File: src/design/hrht_pkg.sv
// Shared types, codes and constants for the HTTP request head tokenizer.
// Depends on nothing; every module of the block refers to it by scoped names.
`timescale 1ns / 1ps

package hrht_pkg;

  localparam int MethodScanBytes = 16;
  localparam int OffsetBits      = 16;
  localparam int MethodCountBits = $clog2(MethodScanBytes + 1);
  localparam int MethodMaxLen    = 7;
  localparam int NumMethods      = 9;

  localparam int OutDepth   = 4;
  localparam int OutPtrBits = $clog2(OutDepth);
  localparam int OutCntBits = $clog2(OutDepth + 1);

  localparam logic [7:0] ChSpace = 8'h20;
  localparam logic [7:0] ChCr    = 8'h0D;
  localparam logic [7:0] ChLf    = 8'h0A;
  localparam logic [7:0] ChColon = 8'h3A;
  localparam logic [7:0] ChUpA   = 8'h41;
  localparam logic [7:0] ChUpZ   = 8'h5A;
  localparam logic [7:0] CaseGap = 8'h20;

  localparam logic [2:0] KindDelim   = 3'd0;
  localparam logic [2:0] KindMethod  = 3'd1;
  localparam logic [2:0] KindUrl     = 3'd2;
  localparam logic [2:0] KindVersion = 3'd3;
  localparam logic [2:0] KindName    = 3'd4;
  localparam logic [2:0] KindValue   = 3'd5;
  localparam logic [2:0] KindSkip    = 3'd6;
  localparam logic [2:0] KindBody    = 3'd7;

  localparam logic [2:0] StRunning      = 3'd0;
  localparam logic [2:0] StOk           = 3'd1;
  localparam logic [2:0] StNoMethodEnd  = 3'd2;
  localparam logic [2:0] StBadMethod    = 3'd3;
  localparam logic [2:0] StNoUrlEnd     = 3'd4;
  localparam logic [2:0] StNoVersionEnd = 3'd5;
  localparam logic [2:0] StHeadPartial  = 3'd6;

  localparam logic [3:0] MethodNone = 4'd0;

  // Method names packed with the first character in the lowest byte.
  localparam logic [55:0] MethodPat [NumMethods] = '{
    56'h00000000544547,   // GET
    56'h00000054534F50,   // POST
    56'h00000000545550,   // PUT
    56'h004554454C4544,   // DELETE
    56'h00000044414548,   // HEAD
    56'h534E4F4954504F,   // OPTIONS
    56'h00004843544150,   // PATCH
    56'h00004543415254,   // TRACE
    56'h5443454E4E4F43    // CONNECT
  };

  localparam logic [3:0] MethodLen [NumMethods] = '{
    4'd3, 4'd4, 4'd3, 4'd6, 4'd4, 4'd7, 4'd5, 4'd5, 4'd7
  };

  typedef struct packed {
    logic [7:0] byte_in;
    logic       last_in;
  } req_t;

  typedef struct packed {
    logic [7:0]  byte_out;
    logic [2:0]  kind;
    logic [2:0]  status;
    logic [3:0]  method_code;
    logic [15:0] head_end_offset;
    logic        last_out;
  } res_t;

  typedef struct packed {
    logic v0;
    logic v1;
    res_t r0;
    res_t r1;
  } push_t;

  function automatic logic [3:0] match_method(input logic [55:0] bytes,
                                              input logic [MethodCountBits-1:0] count);
    logic [3:0] code;
    code = MethodNone;
    for (int m = 0; m < NumMethods; m++) begin
      if ((count == MethodCountBits'(MethodLen[m])) && (bytes == MethodPat[m])) begin
        code = 4'(m + 1);
      end
    end
    return code;
  endfunction

endpackage

File: src/design/hrht_out_fifo.sv
// Result queue of the tokenizer: takes up to two result items a cycle and
// hands out one a cycle while out_ready_i is high. Depends on hrht_pkg.
`timescale 1ns / 1ps

module hrht_out_fifo (
  input  logic           clk_i,
  input  logic           rst_ni,
  input  hrht_pkg::push_t push_i,
  output logic           room2_o,
  output logic           out_valid_o,
  input  logic           out_ready_i,
  output hrht_pkg::res_t out_data_o
);

  hrht_pkg::res_t mem_q [hrht_pkg::OutDepth];

  logic [hrht_pkg::OutPtrBits-1:0] wr_ptr_q, wr_ptr_d, rd_ptr_q, rd_ptr_d, wr_ptr_nx;
  logic [hrht_pkg::OutCntBits-1:0] count_q, count_d, n_push;
  logic                            pop;

  assign out_valid_o = (count_q != '0);
  assign out_data_o  = mem_q[rd_ptr_q];
  assign room2_o     = (count_q <= hrht_pkg::OutCntBits'(hrht_pkg::OutDepth - 2));
  assign pop         = out_valid_o && out_ready_i;

  always_comb begin
    n_push    = hrht_pkg::OutCntBits'(push_i.v0) + hrht_pkg::OutCntBits'(push_i.v1);
    wr_ptr_nx = wr_ptr_q + hrht_pkg::OutPtrBits'(1);
    wr_ptr_d  = wr_ptr_q + n_push[hrht_pkg::OutPtrBits-1:0];
    rd_ptr_d  = pop ? rd_ptr_q + hrht_pkg::OutPtrBits'(1) : rd_ptr_q;
    count_d   = count_q + n_push - hrht_pkg::OutCntBits'(pop);
  end

  always_ff @(posedge clk_i or negedge rst_ni) begin
    if (!rst_ni) begin
      wr_ptr_q <= '0;
      rd_ptr_q <= '0;
      count_q  <= '0;
    end else begin
      wr_ptr_q <= wr_ptr_d;
      rd_ptr_q <= rd_ptr_d;
      count_q  <= count_d;
    end
  end

  always_ff @(posedge clk_i) begin
    if (push_i.v0) begin
      mem_q[wr_ptr_q] <= push_i.r0;
    end
    if (push_i.v1) begin
      mem_q[wr_ptr_nx] <= push_i.r1;
    end
  end

endmodule

File: src/design/hrht_core.sv
// Input register, parse state and per-byte labeling logic of the tokenizer.
// Produces up to two result items per byte. Depends on hrht_pkg.
`timescale 1ns / 1ps

module hrht_core (
  input  logic            clk_i,
  input  logic            rst_ni,
  input  logic            in_valid_i,
  output logic            in_ready_o,
  input  hrht_pkg::req_t  in_data_i,
  input  logic            room2_i,
  output hrht_pkg::push_t push_o
);

  localparam logic [2:0] PhMethod  = 3'd0;
  localparam logic [2:0] PhUrl     = 3'd1;
  localparam logic [2:0] PhVersion = 3'd2;
  localparam logic [2:0] PhLstart  = 3'd3;
  localparam logic [2:0] PhName    = 3'd4;
  localparam logic [2:0] PhValue   = 3'd5;
  localparam logic [2:0] PhBody    = 3'd6;
  localparam logic [2:0] PhError   = 3'd7;

  localparam int Mcb = hrht_pkg::MethodCountBits;
  localparam int Ob  = hrht_pkg::OffsetBits;

  logic           in_v_q;
  hrht_pkg::req_t in_q;
  logic           fire;

  logic [2:0]    phase_q, phase_d;
  logic [55:0]   mbytes_q, mbytes_d;
  logic [Mcb-1:0] mcount_q, mcount_d;
  logic          held_v_q, held_v_d;
  logic          held_colon_q, held_colon_d;
  logic          sep_q, sep_d;
  logic [Ob-1:0] ofs_q, ofs_d;
  logic [2:0]    err_q, err_d;
  logic [3:0]    fm_q, fm_d;

  logic [7:0]  b, hb, a_byte, b_byte, c_byte;
  logic [2:0]  a_kind, b_kind, c_kind, st;
  logic        a_v, b_v, c_v, consumed, last;
  logic [31:0] ofs_wide;
  logic [15:0] head_end;
  hrht_pkg::res_t ra, rb, rc, summ0, summ1;

  function automatic logic [2:0] field_kind(input logic [2:0] ph);
    logic [2:0] k;
    unique case (ph)
      PhVersion:        k = hrht_pkg::KindVersion;
      PhLstart, PhName: k = hrht_pkg::KindName;
      PhValue:          k = hrht_pkg::KindValue;
      default:          k = hrht_pkg::KindDelim;
    endcase
    return k;
  endfunction

  function automatic hrht_pkg::res_t mk(input logic [7:0] by, input logic [2:0] kd);
    hrht_pkg::res_t r;
    r                 = '0;
    r.byte_out        = by;
    r.kind            = kd;
    return r;
  endfunction

  assign fire       = in_v_q && room2_i;
  assign in_ready_o = !in_v_q || room2_i;

  always_comb begin
    phase_d      = phase_q;
    mbytes_d     = mbytes_q;
    mcount_d     = mcount_q;
    held_v_d     = held_v_q;
    held_colon_d = held_colon_q;
    sep_d        = sep_q;
    ofs_d        = ofs_q;
    err_d        = err_q;
    fm_d         = fm_q;

    b    = in_q.byte_in;
    last = in_q.last_in;
    hb   = held_colon_q ? hrht_pkg::ChColon : hrht_pkg::ChCr;

    a_v = 1'b0; a_byte = hb; a_kind = hrht_pkg::KindDelim;
    b_v = 1'b0; b_byte = b;  b_kind = hrht_pkg::KindDelim;
    c_v = 1'b0; c_byte = hb; c_kind = hrht_pkg::KindDelim;
    consumed = 1'b0;

    if ((phase_q != PhBody) && (ofs_q != {Ob{1'b1}})) begin
      ofs_d = ofs_q + Ob'(1);
    end

    if (held_v_q) begin
      held_v_d = 1'b0;
      if (!held_colon_q) begin
        if (b == hrht_pkg::ChLf) begin
          a_v    = 1'b1;
          a_kind = ((phase_d == PhName) && !sep_d) ? hrht_pkg::KindSkip
                                                   : hrht_pkg::KindDelim;
          b_v    = 1'b1;
          b_kind = a_kind;
          if (phase_d == PhLstart) begin
            phase_d = PhBody;
          end else begin
            phase_d = PhLstart;
            sep_d   = 1'b0;
          end
          consumed = 1'b1;
        end else begin
          a_v    = 1'b1;
          a_kind = field_kind(phase_d);
          if (phase_d == PhLstart) begin
            phase_d = PhName;
          end
        end
      end else begin
        a_v = 1'b1;
        if (b == hrht_pkg::ChSpace) begin
          a_kind   = hrht_pkg::KindDelim;
          b_v      = 1'b1;
          b_kind   = hrht_pkg::KindDelim;
          phase_d  = PhValue;
          sep_d    = 1'b1;
          consumed = 1'b1;
        end else begin
          a_kind = hrht_pkg::KindName;
        end
      end
    end

    if (!consumed) begin
      unique case (phase_d)
        PhMethod: begin
          b_v = 1'b1;
          if (b == hrht_pkg::ChSpace) begin
            b_kind = hrht_pkg::KindDelim;
            fm_d   = hrht_pkg::match_method(mbytes_q, mcount_q);
            if (fm_d == hrht_pkg::MethodNone) begin
              err_d   = hrht_pkg::StBadMethod;
              phase_d = PhError;
            end else begin
              phase_d = PhUrl;
            end
          end else begin
            b_kind = hrht_pkg::KindMethod;
            for (int i = 0; i < hrht_pkg::MethodMaxLen; i++) begin
              if (mcount_q == Mcb'(i)) begin
                mbytes_d[8*i +: 8] = b;
              end
            end
            mcount_d = mcount_q + Mcb'(1);
            if (mcount_d >= Mcb'(hrht_pkg::MethodScanBytes)) begin
              err_d   = hrht_pkg::StNoMethodEnd;
              phase_d = PhError;
            end
          end
        end
        PhUrl: begin
          b_v    = 1'b1;
          b_kind = (b == hrht_pkg::ChSpace) ? hrht_pkg::KindDelim : hrht_pkg::KindUrl;
          if (b == hrht_pkg::ChSpace) begin
            phase_d = PhVersion;
          end
        end
        PhVersion, PhValue: begin
          if (b == hrht_pkg::ChCr) begin
            held_v_d     = 1'b1;
            held_colon_d = 1'b0;
          end else begin
            b_v    = 1'b1;
            b_kind = field_kind(phase_d);
          end
        end
        PhLstart, PhName: begin
          if (b == hrht_pkg::ChCr) begin
            held_v_d     = 1'b1;
            held_colon_d = 1'b0;
          end else if (b == hrht_pkg::ChColon) begin
            phase_d      = PhName;
            held_v_d     = 1'b1;
            held_colon_d = 1'b1;
          end else begin
            phase_d = PhName;
            b_v     = 1'b1;
            b_kind  = hrht_pkg::KindName;
            b_byte  = ((b >= hrht_pkg::ChUpA) && (b <= hrht_pkg::ChUpZ))
                      ? b + hrht_pkg::CaseGap : b;
          end
        end
        PhBody: begin
          b_v    = 1'b1;
          b_kind = hrht_pkg::KindBody;
        end
        default: begin
          b_v    = 1'b1;
          b_kind = hrht_pkg::KindDelim;
        end
      endcase
    end

    st = hrht_pkg::StRunning;
    if (last) begin
      if (held_v_d) begin
        c_v    = 1'b1;
        c_byte = held_colon_d ? hrht_pkg::ChColon : hrht_pkg::ChCr;
        c_kind = field_kind(phase_d);
      end
      priority if (err_d != hrht_pkg::StRunning) st = err_d;
      else if (phase_d == PhBody)                st = hrht_pkg::StOk;
      else if (phase_d == PhMethod)              st = hrht_pkg::StNoMethodEnd;
      else if (phase_d == PhUrl)                 st = hrht_pkg::StNoUrlEnd;
      else if (phase_d == PhVersion)             st = hrht_pkg::StNoVersionEnd;
      else                                       st = hrht_pkg::StHeadPartial;

      phase_d      = PhMethod;
      mbytes_d     = '0;
      mcount_d     = '0;
      held_v_d     = 1'b0;
      held_colon_d = 1'b0;
      sep_d        = 1'b0;
      err_d        = hrht_pkg::StRunning;
      fm_d         = hrht_pkg::MethodNone;
    end
  end

  always_comb begin
    ofs_wide = 32'(ofs_d);
    head_end = (ofs_wide > 32'h0000_FFFF) ? 16'hFFFF : ofs_wide[15:0];
  end

  always_comb begin
    ra = mk(a_byte, a_kind);
    rb = mk(b_byte, b_kind);
    rc = mk(c_byte, c_kind);

    push_o.v0 = fire && (a_v || b_v || c_v);
    push_o.v1 = fire && (a_v ? (b_v || c_v) : (b_v && c_v));
    summ0     = a_v ? ra : (b_v ? rb : rc);
    summ1     = (a_v && b_v) ? rb : rc;

    if (last) begin
      if (push_o.v1) begin
        summ1.status          = st;
        summ1.method_code     = fm_q | ((phase_q == PhMethod) ? hrht_pkg::match_method(
                                  mbytes_q, mcount_q) & {4{b == hrht_pkg::ChSpace}} : 4'd0);
        summ1.head_end_offset = (st == hrht_pkg::StOk) ? head_end : 16'd0;
        summ1.last_out        = 1'b1;
      end else begin
        summ0.status          = st;
        summ0.method_code     = fm_q | ((phase_q == PhMethod) ? hrht_pkg::match_method(
                                  mbytes_q, mcount_q) & {4{b == hrht_pkg::ChSpace}} : 4'd0);
        summ0.head_end_offset = (st == hrht_pkg::StOk) ? head_end : 16'd0;
        summ0.last_out        = 1'b1;
      end
    end

    push_o.r0 = summ0;
    push_o.r1 = summ1;
  end

  always_ff @(posedge clk_i or negedge rst_ni) begin
    if (!rst_ni) begin
      in_v_q <= 1'b0;
    end else if (in_ready_o) begin
      in_v_q <= in_valid_i;
    end
  end

  always_ff @(posedge clk_i) begin
    if (in_valid_i && in_ready_o) begin
      in_q <= in_data_i;
    end
  end

  always_ff @(posedge clk_i or negedge rst_ni) begin
    if (!rst_ni) begin
      phase_q      <= PhMethod;
      mbytes_q     <= '0;
      mcount_q     <= '0;
      held_v_q     <= 1'b0;
      held_colon_q <= 1'b0;
      sep_q        <= 1'b0;
      ofs_q        <= '0;
      err_q        <= hrht_pkg::StRunning;
      fm_q         <= hrht_pkg::MethodNone;
    end else if (fire) begin
      phase_q      <= phase_d;
      mbytes_q     <= mbytes_d;
      mcount_q     <= mcount_d;
      held_v_q     <= held_v_d;
      held_colon_q <= held_colon_d;
      sep_q        <= sep_d;
      ofs_q        <= in_q.last_in ? '0 : ofs_d;
      err_q        <= err_d;
      fm_q         <= fm_d;
    end
  end

endmodule

File: src/design/http_request_head_tokenizer.sv
// Top level of the HTTP request head tokenizer: input register and labeling
// core feeding a four-entry result queue. Depends on hrht_pkg, hrht_core, hrht_out_fifo.
`timescale 1ns / 1ps

// The block accepts one request byte per cycle and labels it once it is held in
// the input register, and its results are written into the result queue. A byte
// yields zero, one or two result items, because colon and CR bytes are held back
// one byte; results leave a four-entry queue one per cycle while out_ready_i is high,
// and input is stalled whenever fewer than two queue entries are free. The summary
// fields ride on the last result item of the final byte, after which the parse
// state is back at its reset value for the next buffer.
module http_request_head_tokenizer (
  input  logic           clk_i,
  input  logic           rst_ni,
  input  logic           in_valid_i,
  output logic           in_ready_o,
  input  hrht_pkg::req_t in_data_i,
  output logic           out_valid_o,
  input  logic           out_ready_i,
  output hrht_pkg::res_t out_data_o
);

  hrht_pkg::push_t push;
  logic            room2;

  hrht_core u_core (
    .clk_i      (clk_i),
    .rst_ni     (rst_ni),
    .in_valid_i (in_valid_i),
    .in_ready_o (in_ready_o),
    .in_data_i  (in_data_i),
    .room2_i    (room2),
    .push_o     (push)
  );

  hrht_out_fifo u_out_fifo (
    .clk_i       (clk_i),
    .rst_ni      (rst_ni),
    .push_i      (push),
    .room2_o     (room2),
    .out_valid_o (out_valid_o),
    .out_ready_i (out_ready_i),
    .out_data_o  (out_data_o)
  );

endmodule
File: config.mk
export PLATFORM = sky130hd
export DESIGN_NAME = http_request_head_tokenizer
export DESIGN_NICKNAME = d
export VERILOG_FILES = /design/src/design/hrht_pkg.sv /design/src/design/hrht_out_fifo.sv /design/src/design/hrht_core.sv /design/src/design/http_request_head_tokenizer.sv
export SDC_FILE = /design/constraint.sdc
export NUM_CORES = 1
export LEC_CHECK = 0
export BUFFER_PORTS_ARGS = -buffer_cell sky130_fd_sc_hd__buf_2
export CORE_MARGIN = 2
export CORE_UTILIZATION = 62
export CTS_CLUSTER_SIZE = 10
export DETAILED_ROUTE_END_ITERATION = 16
export PLACE_DENSITY = 0.8
export SLEW_MARGIN = 20
export SYNTH_ARGS = -nofsm -noshare
export SYNTH_HDL_FRONTEND = slang
export SYNTH_SLANG_ARGS = --single-unit
File: constraint.sdc
create_clock -name clk_i -period 6.3 [get_ports clk_i]
set_input_delay 0.315 -clock clk_i [delete_from_list [all_inputs] [get_ports clk_i]]
set_output_delay 0.315 -clock clk_i [all_outputs]
set_load 0.02 [all_outputs]
==> metrics.txt, run 1 <==
cells on worst reg2reg path=14; slew margin rel.=0.241; die height=148 microns; Global Route Usage Sum=0.300; area fraction of the dominant cell type after synthesis=0.348; top cells by area, synth=edfxtp_1, dfrtp_1, mux4_2; Routed Antenna Nets=0; Async SR Flop Fraction=0.397; die width=148 microns; I/O Buffers=49; first-pass GRT wire length=51900 microns; CTS Buf Count=29; FF-to-FF Start=u_core.held_v_q; reg2reg setup slack=1.29 ns; Critical Path Start Type=register; Sink Count=247; post-synthesis sequential area ratio=0.538; floorplan row count=52; outcome=completed; die area=21900 sq um; Detailed Place HPWL=21500 microns; CTS H-tree lvls=1; final hold vios=0; maxcap violations=0; period utilisation layout=0.795; # Post-CTS Setup Buffers=0; vias in the first global route=9371; CTS tree=done; commonest cells in the netlist=edfxtp_1, dfrtp_1, nor2_1; leak pwr=5.21 nW; area grow syn2layout=10.8%; ant diodes=0; Critical Path AT=5.43 ns; Critical Path End Type=register; number of synthesized flops with an enable pin=149; layout cell share with drive strength beyond 1=0.183; Crit Reg-Reg Endpoint=u_out_fifo.count_q[2]; DR vias/cell=6.80; DRT iter0 DRCs=962; Syn Std Cell Area=12900 sq um; maximum fanout along the worst path=27; # setup viols final=0; most common cell in the netlist=edfxtp_1; wire length per cell=23.2 microns; initial antenna violation count=1; Worst VDD drop=0.294 mV; CTS root buf=clkbuf_16; Starting Density=0.634; f_max=200 MHz; vias=9664; CP Class=reg2reg; setup tns final=0 ns; total power draw=6.34 mW; Tmin final=5.01 ns; largest net degree at the start of global routing=88; Post-Syn Nets=1112; final WL=33000 microns; Tightest Pin Transition=1.13 ns; largest area contributor in the netlist=edfxtp_1; drt drc=0; main flop type after synthesis=edfxtp_1; total of warnings raised by yosys=0; number of synthesized register bits=247; Slew Limit Fails=0; Clock Latency Late Sink=0.55 ns; Max Buffers Root-to-Sink=3; routability cong.=0.957; HP Class=in2async; DRT Pass-1 Iters=5; post-synth cell types=76; Gate Count Post-Synth=1087; clk slew on worst S/H paths=0.06 ns; RSZ-0062 raised after global routing=false; core area=20300 sq um; Remaining Overflow, GRT=0; worst path required time=6.72 ns; syn avg cell area=11.8 sq um; pwr/cell area=444 nW/um^2; Nets=1155; boundary pin count=50; Clock Skew=0.0199 ns
[layout make-up]
class	count	area, sq um
fillers	1421	6040
well taps	270	338
flip-flops and latches	247	6930
multi-input cells	752	5600
inverters	25	93.8
clock buffers	48	797
repair buffers	75	487
clock inverters	4	23.8
[worst max path at each step]
stage | slack (ns) | start | cells after the start | to
CTS | 1.42 | u_core.held_v_q | 14 | u_out_fifo.count_q[2]
detailed placement | 1.43 | u_core.held_v_q | 14 | u_out_fifo.count_q[2]
global placement | 1.52 | u_core.held_v_q | 14 | u_out_fifo.count_q[2]
finish | 1.29 | u_core.held_v_q | 14 | u_out_fifo.count_q[2]
global route | 0.94 | u_core.held_v_q | 14 | u_out_fifo.count_q[2]
floorplan | 1.46 | u_core.b[0] | 11 | u_out_fifo.mem_q[3][0]
[worst max-delay path, cell delays in order (launching register included)]
cell and delay [ns]:
dfrtp_1 0.85, nor2b_1 0.25, nand3_1 0.25, a211oi_2 0.72, mux2i_1 0.36, a311oi_1 0.08
buf_4 0.21, o21ai_0 0.79, inv_1 0.11, ha_1 0.26, inv_1 0.06, ha_1 0.24
fa_1 0.43, xor2_1 0.16, xnor2_1 0.12
[cells in the final DEF, fill, tap and decap left out, drive strengths merged, types with 9 or more instances in the layout]
cell         count
a21o            16
a21oi           42
and2            16
buf             64
clkbuf          48
dfrtp           98
dlygate4sd3     11
edfxtp         149
ha              11
inv             25
mux2            56
mux2i           16
mux4            35
nand2           75
nand2b          12
nand3           25
nand4           17
nor2            94
nor2b           17
nor3            26
nor4            61
nor4b           34
nor4bb           9
o21ai           43
o22ai           17
xnor2           13
xor2             9
[logic make-up after synthesis]
group                      count (synthesis)  share of synthesized area
and+or+nand+nor                          439                      0.196
DFF                                      247                      0.538
AOI/OAI and AO/OA                        172                     0.0863
muxes                                    107                      0.123
buffers and inverters                     88                     0.0295
xor gates and xnor gates                  22                     0.0150
adders and majority gates                 12                     0.0122
[state kept, by name, indices dropped and copies added, names as in the netlist, 2 cells and up]
register and count:
u_core.b 8, u_core.mcount_q 5, u_out_fifo.wr_ptr_q 2, u_out_fifo.mem_q 140
u_core.err_q 3, u_out_fifo.count_q 3, u_core.fm_q 4, u_core.mbytes_q 56
u_core.phase_q 3, u_out_fifo.rd_ptr_q 2, u_core.ofs_q 16
[per-stage QoR]
| stage | hold WS, ns | util | area (sq um) | setup slack (ns) | cells |
|---|---|---|---|---|---|
| CTS | 0.143 | 0.701 | 14200 | 1.42 | 1420 |
| global placement | 0.170 | 0.655 | 13300 | 1.52 | 1357 |
| detailed placement | 0.170 | 0.655 | 13300 | 1.43 | 1357 |
| global route | 0.165 | 0.703 | 14300 | 0.938 | 1421 |
| finish | 0.158 | 0.703 | 14300 | 1.29 | 1421 |
| floorplan | 0.0194 | - | 12900 | 1.46 | 1087 |
[metal layers]
layer / global-route usage / up-vias / share of wire
met4: 0.0971 / 0 / 0.032
met1: 0.415 / 4713 / 0.40
met2: 0.497 / 576 / 0.49
met3: 0.0448 / 87 / 0.084
li1: - / 4288 / -
met5: 0 / - / 0
[power by group]
part | internal, mW | switching (mW) | leakage, nW
logic | 0.908 | 1.43 | 2.14
registers | 2.18 | 0.335 | 2.67
clock network | 0.854 | 0.630 | 0.396
[what timing repair did]
item	in CTS	in global routing
gates resized for setup	0	0
endpoints found under the hold margin	21	0
hold buffers	11	0
Note: power is estimated with default switching activity, not from simulation.
==> run 2: changes to the inputs <==
Settings changed: CORE_UTILIZATION 62 to 56, PLACE_DENSITY 0.8 to 0.76.
Clock period 6.3 ns to 4.6 ns, I/O delays scaled along.
==> run 2 against run 1 <==
Against the previous run:
- combinational power increased by 36%
- die area up 10%
- sequential cell count is the same
- sequential share of layout area shrank 0.78 points
- critical endpoint is now u_out_fifo.mem_q[1][13]
- clock power rose by 42%
- total power up 38%
- critical path depth down 3
- via count decreased by 2.1%
- count of clock-buffer cells in the layout down 1
- critical path type unchanged
==> metrics.txt, run 2 (synthesis results as in run 1) <==
outcome=completed; largest net degree at the start of global routing=69; setup tns final=0 ns; max reg flops=140; Resize count post-CTS=0; I/O Buffers=49; Remaining Overflow, GRT=0; die area=24200 sq um; P_int=5.49 mW; total power draw=8.75 mW; slowest CP cell=a211oi_2; Worst VDD drop=0.414 mV; CP Class=reg2reg; core area=22600 sq um; leak pwr=5.32 nW; Max Buffers Root-to-Sink=3; Starting Density=0.570; Clock Power Share=0.240; final hold vios=0; CTS Buf Count=29; maxcap violations=0; Tightest Pin Transition=1.02 ns; Seq pwr share=0.397; Critical Path End Type=register; worst path required time=4.85 ns; Psw=3.26 mW; drt drc=0; first-pass GRT wire length=50300 microns; boundary pin count=50; vias=9457; Slew Limit Fails=0; final WL=31800 microns; Clock Latency Late Sink=0.56 ns; maximum fanout along the worst path=22; period utilisation layout=0.941; # fillers=1736; Critical Path Start Type=register; f_max=231 MHz; layout cell share with drive strength beyond 1=0.198; pwr/cell area=604 nW/um^2; CTS root buf=clkbuf_16; routability cong.=0.953; fin util=0.642; Detailed Place HPWL=21300 microns; area grow syn2layout=12.6%; Critical Path AT=4.58 ns; Sw Ratio=0.372; die height=156 microns; Crit path largest cell delay=0.68 ns; family with the most delay on the worst path=simple AND/OR/NAND/NOR gates; wire length per cell=21.8 microns; Comb pwr share=0.363; vias in the first global route=9169; Largest regs=u_out_fifo.mem_q: 140 flops, u_core.mbytes_q: 56 flops, u_core.ofs_q: 16 flops; placed cell area=13500 sq um; Tmin final=4.33 ns; most common cell after layout, fill and taps aside=edfxtp_1; post-route cell area=14500 sq um; floorplan row count=55; # Post-CTS Setup Buffers=0; placed cells=1392; DRT Pass-1 Iters=5; Global Route Usage Sum=0.264; DRT iter0 DRCs=944; die width=156 microns; # setup viols final=0; slew margin rel.=0.316; CP cell instances=nor4_4 -> nand3_1 -> a211oi_2 -> mux2i_1 -> a311oi_1 -> buf_4 -> nor3_1 -> nor2_1 -> a21oi_1 -> nor2_4 -> buf_8; CP bufs+invs=2; HP Class=in2reg; Routed Antenna Nets=0; Final Instance Count excl. Fillers=1456; initial antenna violation count=0; Nets=1176; CTS H-tree lvls=1; clk slew on worst S/H paths=0.05 ns; Biggest register=u_out_fifo.mem_q; ant diodes=0; CTS tree=done; DR vias/cell=6.50; Sink Count=247; RSZ-0062 raised after global routing=false; commonest non-fill, non-tap cells in the layout=edfxtp_1, dfrtp_1, nor2_1; Clock Skew=0.0221 ns
-- run 2: changes by cell type in the layout (fill, tap and decap cells not counted), sizes merged --
cell | previous run | this run
clkinv | 4 | 3
buf | 64 | 84
bufinv | 0 | 1
nor2b | 17 | 18
clkbuf | 48 | 47
-- run 2: what timing repair did --
item	CTS	global route
endpoints found under the setup margin	0	10
hold buffers	11	0
hold endpoints to repair	55	0
-- run 2: metal layers --
metal,GRT usage,share of wire,vias to the layer above
li1,-,-,4324
met1,0.362,0.42,4692
met2,0.438,0.48,378
met3,0.0425,0.063,63
met4,0.0791,0.028,0
met5,0,0,-
-- run 2: path summary, 6_finish.rpt --
kind                       slack (ns)                       to           start  cells after the start
max reg2reg                      0.27  u_out_fifo.mem_q[1][13]     u_core.b[6]                     11
max                              0.27  u_out_fifo.mem_q[1][13]     u_core.b[6]                     11
max in group asynchronous        3.28      u_core.mbytes_q[34]          rst_ni                      3
min in group asynchronous        0.22       u_core.mcount_q[4]          rst_ni                      2
min reg2reg                      0.48           u_core.fm_q[1]  u_core.fm_q[1]                      1
min                              0.08   u_out_fifo.rd_ptr_q[0]     out_ready_i                      3
-- run 2: metrics by stage --
step / setup slack, ns / hold WS, ns
after floorplan: 0.403 / -0.0656
after global placement: 0.430 / 0.292
after detailed placement: 0.281 / 0.290
after CTS: 0.256 / 0.0646
after global routing: 0.0129 / 0.0724
final: 0.273 / 0.0766
-- run 2: worst reg2reg max path, delay by kind of cell, from the launching register on --
kind | cells | cell delay, ns
compound gates | 3 | 1.23
buf+inv | 2 | 0.48
flops | 1 | 0.52
mux | 1 | 0.22
simple gates | 5 | 1.55
-- run 2: power by group through the flow --
stage               sequential, mW  combinational [mW]  clock, mW
finish                        3.47                3.18       2.10
floorplan                     3.27                2.40          0
global route                  3.56                3.44       2.22
global placement              3.48                3.10          0
detailed placement            3.50                3.15          0
CTS                           3.47                3.17       2.13
-- run 2: layout make-up --
| class | instances | area [sq um] | share of cell area |
|---|---|---|---|
| flip-flops and latches | 247 | 6930 | 0.478 |
| multi-input cells | 753 | 5600 | 0.386 |
| clock buffers | 47 | 793 | 0.0547 |
| repair buffers | 95 | 666 | 0.0459 |
| well taps | 285 | 357 | 0.0246 |
| inverters | 25 | 93.8 | 0.00647 |
| clock inverters | 4 | 60.1 | 0.00414 |
==> run 3: changes to the inputs <==
Settings changed: CORE_UTILIZATION 56 to 62, PLACE_DENSITY 0.76 to 0.8.
Clock period 4.6 ns to 4.5 ns, I/O delays scaled along.
==> run 3 against run 2 <==
Against the previous run:
- worst setup slack better by 0.0067 ns
- cell count down 1.2%
- count of clock-buffer cells in the layout up 3
- clock power up 4%
- global-route usage up 3.8 points
- sequential power up 2%
- critical path depth down 1
- die area down 9.4%
- combinational power up 3%
- final area down 0.11%
- wire length up 2.8%
- non-clock buffer count down 3
==> metrics.txt, run 3 (synthesis results as in run 1) <==
Max Buffers Root-to-Sink=3; ant diodes=0; placed cells=1373; DRT Pass-1 Iters=6; period utilisation layout=0.938; leak pwr=5.32 nW; first-pass GRT wire length=52100 microns; Remaining Overflow, GRT=0; CP Class=reg2reg; vias=9664; outcome=completed; slew margin rel.=0.359; layout cell share with drive strength beyond 1=0.195; die area=21900 sq um; maximum fanout along the worst path=42; CP cell instances=or3b_1 -> or4_4 -> or3_1 -> o32a_1 -> and4_4 -> a21bo_2 -> nor2_2 -> nand2b_2 -> buf_12 -> nor4_1; Clock Latency Late Sink=0.54 ns; Crit path largest cell delay=0.56 ns; CTS H-tree lvls=1; initial antenna violation count=0; Hold Crit Start=out_ready_i; post-place setup slack=0.409 ns; Tightest Pin Transition=0.961 ns; Largest regs=u_out_fifo.mem_q: 140 flops, u_core.mbytes_q: 56 flops, u_core.ofs_q: 16 flops; final hold vios=0; most common cell after layout, fill and taps aside=edfxtp_1; drt drc=0; floorplan row count=52; family with the most delay on the worst path=simple AND/OR/NAND/NOR gates; Critical Path Start Type=register; Sink Count=247; Critical Path End Type=register; Setup WS post-layout=0.279 ns; Nets=1172; Resize count post-CTS=0; largest net degree at the start of global routing=69; DRT iter0 DRCs=955; wire length per cell=22.7 microns; CTS root buf=clkbuf_16; max reg flops=140; CTS tree=done; Final Instance Count excl. Fillers=1438; worst path required time=4.77 ns; clk slew on worst S/H paths=0.06 ns; CP bufs+invs=1; Slew Limit Fails=0; Biggest register=u_out_fifo.mem_q; routability cong.=1.00; Global Route Usage Sum=0.301; die height=148 microns; setup tns final=0 ns; CTS Buf Count=29; maxcap violations=0; area grow syn2layout=12.5%; Starting Density=0.634; commonest non-fill, non-tap cells in the layout=edfxtp_1, dfrtp_1, nor2_1; Worst VDD drop=0.449 mV; boundary pin count=50; DR vias/cell=6.72; I/O Buffers=49; Tmin final=4.22 ns; pwr/cell area=623 nW/um^2; Routed Antenna Nets=0; f_max=237 MHz; # setup viols final=0; slowest CP cell=or4_4; FF-to-FF Start=u_core.mcount_q[2]; vias in the first global route=9492; Setup crit start=u_core.mcount_q[2]; HP Class=in2reg; Clock Skew=0.0169 ns; fin util=0.713; final WL=32700 microns; RSZ-0062 raised after global routing=false; die width=148 microns; core area=20300 sq um; Detailed Place HPWL=21200 microns; Critical Path AT=4.50 ns
## run 3: changes by cell type in the layout (fill, tap and decap cells not counted), sizes merged
cell    change
clkinv      -2
buf         -3
clkbuf      +3
nor2b       -1
## run 3: per-layer routing
| layer | GRT usage | routed length [microns] | up-vias | part of all wire |
|---|---|---|---|---|
| met5 | 0 | 0 | - | 0 |
| met4 | 0.103 | 916 | 0 | 0.028 |
| met3 | 0.0362 | 2450 | 83 | 0.075 |
| met2 | 0.495 | 16100 | 506 | 0.49 |
| met1 | 0.425 | 13200 | 4753 | 0.40 |
| li1 | - | - | 4322 | - |
## run 3: layout make-up
| type | count | area, sq um |
|---|---|---|
| clock inverter | 2 | 38.8 |
| fill | 1391 | 5820 |
| multi-input combinational | 752 | 5590 |
| tap | 270 | 338 |
| inverter | 25 | 93.8 |
| sequential | 247 | 6930 |
| timing repair buffer | 92 | 656 |
| clock buffer | 50 | 836 |
## run 3: final timing paths
check	endpoint	slack (ns)	depth (start not counted)
setup / recovery	u_out_fifo.mem_q[0][4]	0.28	10
hold / removal	u_out_fifo.rd_ptr_q[0]	0.08	3
setup reg to reg	u_out_fifo.mem_q[0][4]	0.28	10
hold reg to reg	u_core.fm_q[1]	0.48	1
max in group asynchronous	u_core.ofs_q[10]	3.15	3
min in group asynchronous	u_core.in_v_q	0.29	2
## run 3: what timing repair did
action,4_1_cts,5_1_grt
hold endpoints to repair,64,0
hold buffers,11,0
buffers inserted,0,0
## run 3: stage by stage
stage                     instance area, sq um  hold slack, ns  total power [mW]
after floorplan                          12900         -0.0706              5.79
after global placement                   13400           0.316              6.67
after detailed placement                 13400           0.330              6.78
after CTS                                14400          0.0806              8.99
after global routing                     14500           0.102              9.46
final                                    14500          0.0798              9.02
## run 3: tightest hold or removal path, delay by kind of cell
family,cells,cell delay [ns]
xor gates and xnor gates,1,0.08
buffers and inverters,1,0.07
and+or+nand+nor,1,0.20
## run 3: power breakdown
group          internal (mW)  switching [mW]  leakage [nW]
clock network           1.30           0.889         0.418
logic                   1.32            1.95          2.23
registers               3.04           0.509          2.67
